`src/tkh_pkg.sv`:
```
package tkh_pkg;

  localparam int TKH_TOP_K = 10;
  localparam int COUNT_W   = 32;
  localparam int KEY_W     = 64;
  localparam int SLOT_W    = 4;
  localparam int ENTRY_W   = COUNT_W + KEY_W;

  // one result item handed from the sequencer to the output register
  typedef struct packed {
    logic               valid;
    logic [SLOT_W-1:0]  index;
    logic [COUNT_W-1:0] count;
    logic [KEY_W-1:0]   key;
    logic               final_slot;
  } emit_t;

endpackage

```
`src/tkh_cmp.sv`:
```
module tkh_cmp #(
  parameter int PW = 5
) (
  input  logic [tkh_pkg::COUNT_W-1:0] cand_count,
  input  logic [tkh_pkg::KEY_W-1:0]   cand_key,
  input  logic [PW-1:0]               cand_pos,
  input  logic [tkh_pkg::COUNT_W-1:0] best_count,
  input  logic [tkh_pkg::KEY_W-1:0]   best_key,
  input  logic [PW-1:0]               best_pos,
  output logic [tkh_pkg::COUNT_W-1:0] sel_count,
  output logic [tkh_pkg::KEY_W-1:0]   sel_key,
  output logic [PW-1:0]               sel_pos
);
  import tkh_pkg::*;

  logic take;

  // strictly smaller child wins, ties keep the current best
  assign take = cand_count < best_count;

  always_comb begin
    if (take) begin
      sel_count = cand_count;
      sel_key   = cand_key;
      sel_pos   = cand_pos;
    end else begin
      sel_count = best_count;
      sel_key   = best_key;
      sel_pos   = best_pos;
    end
  end

endmodule

```
`src/tkh_ctrl.sv`:
```
module tkh_ctrl #(
  parameter int TOP_K = tkh_pkg::TKH_TOP_K
) (
  input  logic                        clk,
  input  logic                        rst,
  input  logic                        in_valid,
  output logic                        in_ready,
  input  logic [tkh_pkg::COUNT_W-1:0] in_count,
  input  logic [tkh_pkg::KEY_W-1:0]   in_key,
  input  logic                        in_last,
  input  logic                        out_free,
  output tkh_pkg::emit_t              emit
);
  import tkh_pkg::*;

  localparam int AW = (TOP_K > 1) ? $clog2(TOP_K) : 1;
  localparam int PW = $clog2(2 * TOP_K + 2);
  localparam int CW = $clog2(TOP_K + 1);

  typedef enum logic [3:0] {
    S_IDLE, S_HLOAD, S_HCAP, S_RDL, S_RDR, S_RCMP, S_MOVE, S_NEXT, S_EMRD, S_EMLD
  } state_t;

  state_t              state;
  logic [CW-1:0]       fill;
  logic [CW-1:0]       n_emit;
  logic [AW-1:0]       ei;
  logic [PW-1:0]       hp;
  logic [PW-1:0]       pos;
  logic                heapify;
  logic                last_r;
  logic [COUNT_W-1:0]  mc;
  logic [KEY_W-1:0]    mk;
  logic [COUNT_W-1:0]  bc;
  logic [KEY_W-1:0]    bk;
  logic [PW-1:0]       bm;
  logic [COUNT_W-1:0]  root_cnt;

  logic [ENTRY_W-1:0]  mem [TOP_K];
  logic [ENTRY_W-1:0]  rdata;
  logic [AW-1:0]       rd_addr;
  logic                we;
  logic [AW-1:0]       wr_addr;
  logic [ENTRY_W-1:0]  wr_data;

  logic [PW-1:0]       lpos;
  logic [PW-1:0]       rpos;
  logic [COUNT_W-1:0]  cmp_best_count;
  logic [KEY_W-1:0]    cmp_best_key;
  logic [PW-1:0]       cmp_best_pos;
  logic [COUNT_W-1:0]  sel_count;
  logic [KEY_W-1:0]    sel_key;
  logic [PW-1:0]       sel_pos;
  logic                emit_final;

  assign lpos = {pos[PW-2:0], 1'b0};
  assign rpos = lpos + PW'(1);
  assign in_ready = (state == S_IDLE);

  // left child against the moving entry, then right child against the winner
  always_comb begin
    if (state == S_RDR) begin
      cmp_best_count = mc;
      cmp_best_key   = mk;
      cmp_best_pos   = pos;
    end else begin
      cmp_best_count = bc;
      cmp_best_key   = bk;
      cmp_best_pos   = bm;
    end
  end

  tkh_cmp #(.PW(PW)) u_cmp (
    .cand_count (rdata[COUNT_W-1:0]),
    .cand_key   (rdata[ENTRY_W-1:COUNT_W]),
    .cand_pos   ((state == S_RDR) ? lpos : rpos),
    .best_count (cmp_best_count),
    .best_key   (cmp_best_key),
    .best_pos   (cmp_best_pos),
    .sel_count  (sel_count),
    .sel_key    (sel_key),
    .sel_pos    (sel_pos)
  );

  always_comb begin
    rd_addr = '0;
    we      = 1'b0;
    wr_addr = '0;
    wr_data = {in_key, in_count};
    unique case (state)
      S_IDLE: begin
        we      = in_valid && (fill < CW'(TOP_K));
        wr_addr = AW'(fill);
      end
      S_HLOAD: rd_addr = AW'(hp - PW'(1));
      S_RDL:   rd_addr = AW'(lpos - PW'(1));
      S_RDR:   rd_addr = AW'(lpos);
      S_MOVE: begin
        we      = 1'b1;
        wr_addr = AW'(pos - PW'(1));
        wr_data = (bm == pos) ? {mk, mc} : {bk, bc};
      end
      // slot address held while the result waits for the output register
      S_EMRD, S_EMLD: rd_addr = ei;
      default: rd_addr = '0;
    endcase
  end

  // heap store, one write and one registered read per cycle
  always_ff @(posedge clk) begin
    if (we) begin
      mem[wr_addr] <= wr_data;
    end
    rdata <= mem[rd_addr];
  end

  // root count shadow so the replace decision needs no heap memory read
  always_ff @(posedge clk) begin
    if (we && wr_addr == '0) begin
      root_cnt <= wr_data[COUNT_W-1:0];
    end
  end

  assign emit_final = (CW'(ei) + CW'(1)) == n_emit;

  always_comb begin
    emit.valid      = (state == S_EMLD);
    emit.index      = SLOT_W'(ei);
    emit.count      = rdata[COUNT_W-1:0];
    emit.key        = rdata[ENTRY_W-1:COUNT_W];
    emit.final_slot = emit_final;
  end

  always_ff @(posedge clk) begin
    if (rst) begin
      state <= S_IDLE;
      fill  <= '0;
    end else begin
      unique case (state)
        S_IDLE: begin
          if (in_valid) begin
            last_r  <= in_last;
            heapify <= 1'b0;
            ei      <= '0;
            if (fill < CW'(TOP_K)) begin
              fill <= fill + CW'(1);
              if ((fill + CW'(1)) == CW'(TOP_K) && TOP_K > 1) begin
                heapify <= 1'b1;
                hp      <= PW'(TOP_K / 2);
                state   <= S_HLOAD;
              end else if (in_last) begin
                n_emit <= fill + CW'(1);
                state  <= S_EMRD;
              end
            end else if (in_count > root_cnt) begin
              mc    <= in_count;
              mk    <= in_key;
              pos   <= PW'(1);
              state <= S_RDL;
            end else if (in_last) begin
              n_emit <= fill;
              state  <= S_EMRD;
            end
          end
        end
        S_HLOAD: state <= S_HCAP;
        S_HCAP: begin
          mc    <= rdata[COUNT_W-1:0];
          mk    <= rdata[ENTRY_W-1:COUNT_W];
          pos   <= hp;
          state <= S_RDL;
        end
        S_RDL: begin
          if (lpos > PW'(TOP_K)) begin
            bm    <= pos;
            state <= S_MOVE;
          end else begin
            state <= S_RDR;
          end
        end
        S_RDR: begin
          bc <= sel_count;
          bk <= sel_key;
          bm <= sel_pos;
          if (rpos > PW'(TOP_K)) begin
            state <= S_MOVE;
          end else begin
            state <= S_RCMP;
          end
        end
        S_RCMP: begin
          bc    <= sel_count;
          bk    <= sel_key;
          bm    <= sel_pos;
          state <= S_MOVE;
        end
        S_MOVE: begin
          if (bm == pos) begin
            state <= S_NEXT;
          end else begin
            pos   <= bm;
            state <= S_RDL;
          end
        end
        S_NEXT: begin
          if (heapify && hp > PW'(1)) begin
            hp    <= hp - PW'(1);
            state <= S_HLOAD;
          end else if (last_r) begin
            n_emit <= fill;
            ei     <= '0;
            state  <= S_EMRD;
          end else begin
            state <= S_IDLE;
          end
        end
        S_EMRD: state <= S_EMLD;
        S_EMLD: begin
          if (out_free) begin
            if (emit_final) begin
              fill  <= '0;
              state <= S_IDLE;
            end else begin
              ei    <= ei + AW'(1);
              state <= S_EMRD;
            end
          end
        end
        default: state <= S_IDLE;
      endcase
    end
  end

endmodule

```
`src/top_k_min_heap_select.sv`:
```
// an item that is stored or dropped is handled in S_IDLE; a root replace walks the heap
//   level by level through S_RDL, S_RDR, S_RCMP and S_MOVE
// the TOP_K-th item builds the heap by sifting down each of the TOP_K/2 parent nodes
// a last item then emits its results through S_EMRD and S_EMLD, one heap memory read per cycle
// throughput: one item at a time, ready only between items; the output register frees
//   s_tready while the last result waits; reset clears control and fill count only
module top_k_min_heap_select #(
  parameter int TOP_K = tkh_pkg::TKH_TOP_K
) (
  input  logic         clk,
  input  logic         rst,
  input  logic         s_tvalid,
  output logic         s_tready,
  input  logic [95:0]  s_tdata,   // hit_count[31:0], entry_key[95:32]
  input  logic         s_tlast,   // last_entry
  output logic         m_tvalid,
  input  logic         m_tready,
  output logic [103:0] m_tdata,   // slot_index[3:0], slot_count[35:4], slot_key[99:36], zero
  output logic         m_tlast    // final_slot
);
  import tkh_pkg::*;

  emit_t emit;
  logic  out_free;

  // output register can take a new item when empty or being drained
  assign out_free = !m_tvalid || m_tready;

  tkh_ctrl #(.TOP_K(TOP_K)) u_ctrl (
    .clk      (clk),
    .rst      (rst),
    .in_valid (s_tvalid),
    .in_ready (s_tready),
    .in_count (s_tdata[COUNT_W-1:0]),
    .in_key   (s_tdata[ENTRY_W-1:COUNT_W]),
    .in_last  (s_tlast),
    .out_free (out_free),
    .emit     (emit)
  );

  // result item register
  always_ff @(posedge clk) begin
    if (rst) begin
      m_tvalid <= 1'b0;
    end else if (out_free) begin
      m_tvalid <= emit.valid;
    end
  end

  always_ff @(posedge clk) begin
    if (out_free && emit.valid) begin
      m_tdata <= {4'b0000, emit.key, emit.count, emit.index};
      m_tlast <= emit.final_slot;
    end
  end

  // no result is offered while the block is taking items
  a_emit_not_ready: assert property (@(posedge clk) disable iff (rst)
    emit.valid |-> !s_tready)
    else $error("result offered while accepting items");

  // an accepted item never produces a result in the very next cycle
  a_accept_gap: assert property (@(posedge clk) disable iff (rst)
    (s_tvalid && s_tready) |=> !emit.valid)
    else $error("result offered right after an item");

  // a result loaded into a free output register shows up as valid
  a_load_valid: assert property (@(posedge clk) disable iff (rst)
    (emit.valid && out_free) |=> m_tvalid)
    else $error("result lost at output register");

endmodule

```
`config.mk`:
```
export PLATFORM = sky130hd
export DESIGN_NAME = top_k_min_heap_select
export DESIGN_NICKNAME = d
export VERILOG_FILES = /design/src/tkh_pkg.sv /design/src/tkh_cmp.sv /design/src/tkh_ctrl.sv /design/src/top_k_min_heap_select.sv
export SDC_FILE = /design/constraint.sdc
export NUM_CORES = 2
export LEC_CHECK = 0
export BUFFER_PORTS_ARGS = -buffer_cell sky130_fd_sc_hd__buf_2
export CELL_PAD_IN_SITES_DETAIL_PLACEMENT = 0
export CELL_PAD_IN_SITES_GLOBAL_PLACEMENT = 1
export CORE_MARGIN = 4
export CORE_UTILIZATION = 40
export CTS_BUF_LIST = sky130_fd_sc_hd__clkbuf_4 sky130_fd_sc_hd__clkbuf_8
export DETAILED_ROUTE_END_ITERATION = 8
export PLACE_DENSITY = 0.61
export SLEW_MARGIN = 5
export SYNTH_ARGS = -nofsm -noshare
export SYNTH_HDL_FRONTEND = slang
export SYNTH_HIERARCHICAL = 1
export SYNTH_SLANG_ARGS = --single-unit
```
`constraint.sdc`:
```
create_clock -name clk -period 13.34 [get_ports clk]
set_input_delay 2.668 -clock clk [delete_from_list [all_inputs] [get_ports clk]]
set_output_delay 2.668 -clock clk [all_outputs]
set_load 0.005 [all_outputs]
```
==> summary.md <==
| Metric | Value |
|---|---|
| Status | complete, no violations |
| Initial DRC count | 2412 |
| Total CTS buffers | 228 |
| # H-tree levels | 4 |
| Post-synthesis cell area | 58500 µm² |
| CP Launch Type | flop |
| Max clock buf depth | 3 |
| Syn. warnings | 6 |
| Cell family with most CP delay | buffers and inverters |
| TritonCTS clock tree | done |
| Max FO, Critical Path | 98 |
| Post-synth top cells | 1278 x edfxtp_1, 715 x nand2_1, 208 x mux2_2 |
| Routed WL | 157 mm |
| Fin Setup TNS | 0 ns |
| Core Rows | 140 |
| Die Height | 390 µm |
| Fin. max-slew vios | 0 |
| Ys flop type | edfxtp_1 |
| Setup crit end kind | flop |
| CP Class | reg2reg |
| Setup Viol. Count Final | 0 |
| TritonRoute pass-1 iters | 5 |
| Hold_buf cts | 0 |
| Peak supply drop | 0.151 mV |
| Required @ worst endpoint | 13.97 ns |
| Vias/cell | between 5 and 6 |
| PostCTS Resize Cnt | 0 |
| Final count of hold timing violations | 0 |
| Starting Density | 0.402 |
| Drt wl/cell | about 25 µm |
| CP max-delay cell | buf_4 |
| Root Buffer | clkbuf_8 |
| Gp weighted congestion | ~0.74 |
| Vias in the first global route | between 30k and 40k |
| Final #Nets | 4453 |
| Leakage power | 22.3 nW |
| Place WS | between 6 and 7 ns |
| GR Overflow Total | 0 |
| Vias | 34.8k |
| Area occupied by multi-input gates | 16400 µm² |
| Largest net degree at the start of global routing | ~190 |
| Pwr per Cell Area | 199 nW/µm² |
| Final worst setup slack | around 7.0 ns |
| Floorplan core area | 145000 µm² |
| Die Footprint | 152000 µm² |
| CP Buf/Inv Count | 4 |
| CP peak stage delay | 0.81 ns |
| Max Freq | 0.159 GHz |
| Postcts setup bufs | 0 |
| Layout filler cell count | 13.0k |
| CP arrival | 6.93 ns |
| IO Port Bufs | 203 |
| Post-synth EDFFs | roughly 1.3k |
| Area growth from synthesis to layout | 13.2% |
| Register area share after synthesis | 0.692 |
| RSZ-0062 raised after global routing | false |
| Die Width | 390 µm |
| Max Cap Viol | 0 |
| Unique masters post-synth | 75 |
| Post-DRT Antenna Nets | 0 |
| First-pass GRT wire length | 233 mm |
| Yosys reg bits | 1383 |
| Worst Max-Slew Pin Slew | 1.40 ns |
| CP cell instances | nand2b_1 > nor3_4 > buf_12 > mux2_2 > inv_1 > ha_1 > a211o_1 > a31oi_1 > o221ai_1 > a211o_1 > a211oi_4 > buf_4 > buf_4 > mux2_4 |
| Async SR Flop Fraction | 0 |
| Final min period | about 6.3 ns |
| Main area contributors after synthesis | edfxtp_1 66%, nand2_1 4.6%, mux2_2 4.0% |
| Fraction of layout cells with a size suffix above 1 | 0.228 |
| Top-area cell type share of the netlist area | 0.656 |
| Worst skew pair latency | about 0.94 ns |
| Total Routing Usage GR | 0.203 |
| DRC Markers | 0 |
| Most common cell in the netlist | edfxtp_1 |
| Reg area | 40500 µm² |
| Ports | 208 |
| CTS Sinks | between 1k and 1.5k |
| Slew margin rel. | 0.0590 |
| Clock Skews | 0.0607 ns |
| Initial antenna violation count | 10 |
| Hold Crit Class | reg2reg |
| Hpwl dp | 82.3 mm |
| Synth area leader | edfxtp_1 |
| Worst-path clk slew | about 0.07 ns |
| Mapped Cells | 4064 |
| Fin crit share | 0.472 |
| Synth Area per Inst | 14.4 µm² |
routing by layer:
layer,global-route usage,wire (µm),up-vias
met5,0,12,-
met4,0.0583,3370,2
met3,0.0314,6210,235
met2,0.342,76700,765
met1,0.273,70600,17700
li1,-,-,16100
placed cells by master (no fill, tap or decap), types with 104 or more instances in the layout:
master,netlist,final
a211oi_1,197,197
a311oi_1,192,192
buf_2,99,203
clkbuf_4,0,109
clkbuf_8,0,259
dfxtp_1,105,104
edfxtp_1,1278,1278
mux2_2,208,208
nand2_1,715,714
nand3_1,110,109
nor3b_1,193,193
o21ai_0,127,119
area by class of cell:
cell class	count	share of cell area
multi-input cells	2309	0.248
clock buffers	368	0.0662
clock inverters	62	0.00690
repair buffers	280	0.0260
flip-flops and latches	1383	0.612
well taps	1917	0.0362
diodes	2	0.0000756
inverters	80	0.00454
path summary, 6_finish.rpt:
path,from,endpoint,slack (ns),cells past startpoint
min reg2reg,u_ctrl/rdata[86]$_DFF_P_,m_tdata[90]$_DFFE_PP_,0.46,0
min,u_ctrl/rdata[86]$_DFF_P_,m_tdata[90]$_DFFE_PP_,0.46,0
max,u_ctrl/state[1]$_SDFFE_PP0P_,u_ctrl/bk[26]$_DFFE_PP_,7.05,14
max reg2reg,u_ctrl/state[1]$_SDFFE_PP0P_,u_ctrl/bk[26]$_DFFE_PP_,7.05,14
registers in the layout, indices dropped and copies added (netlist names), 31 cells and up:
register	cells
m_tdata	100
u_ctrl/bc	32
u_ctrl/bk	64
u_ctrl/mc	32
u_ctrl/mem	929
u_ctrl/mk	64
u_ctrl/rdata	96
u_ctrl/root_cnt	31
cell families (layout without fill, tap and decap cells):
logic type,count (synthesis),count (layout),synth area share
multiplexers,399,399,0.0805
other,1,6,0.0000641
AND/OR/NAND/NOR,1119,1119,0.0897
buffers and inverters,375,790,0.0297
adder cells (fa/ha/maj),70,70,0.0150
XOR/XNOR,19,19,0.00285
flip-flops,1383,1383,0.692
AO/OA/AOI/OAI,698,698,0.0899
metrics by stage:
step | power, mW | instances | area, µm² | utilization | hold WS (ns)
floorplan | 8.20 | 4067 | 58500 | - | 0.419
global placement | 9.38 | 5969 | 61300 | 0.422 | 0.445
detailed placement | 9.38 | 5969 | 61300 | 0.422 | 0.450
CTS | 13.3 | 6399 | 66200 | 0.455 | 0.464
global route | 13.8 | 6400 | 66200 | 0.455 | 0.480
finish | 13.1 | 6401 | 66200 | 0.455 | 0.461
power breakdown:
group	total, mW	switching, mW	internal, mW
registers	5.68	0.332	5.35
logic	3.57	2.26	1.31
clock network	3.89	1.75	2.15
worst register-to-register path, stage by stage (launching register included):
cell	delay, ns
dfxtp_1	0.56
nand2b_1	0.38
nor3_4	0.20
buf_12	0.46
mux2_2	0.51
inv_1	0.07
ha_1	0.23
a211o_1	0.25
a31oi_1	0.26
o221ai_1	0.30
a211o_1	0.43
a211oi_4	0.38
buf_4	0.71
buf_4	0.82
mux2_4	0.43
(Power assumes the default switching activity.)
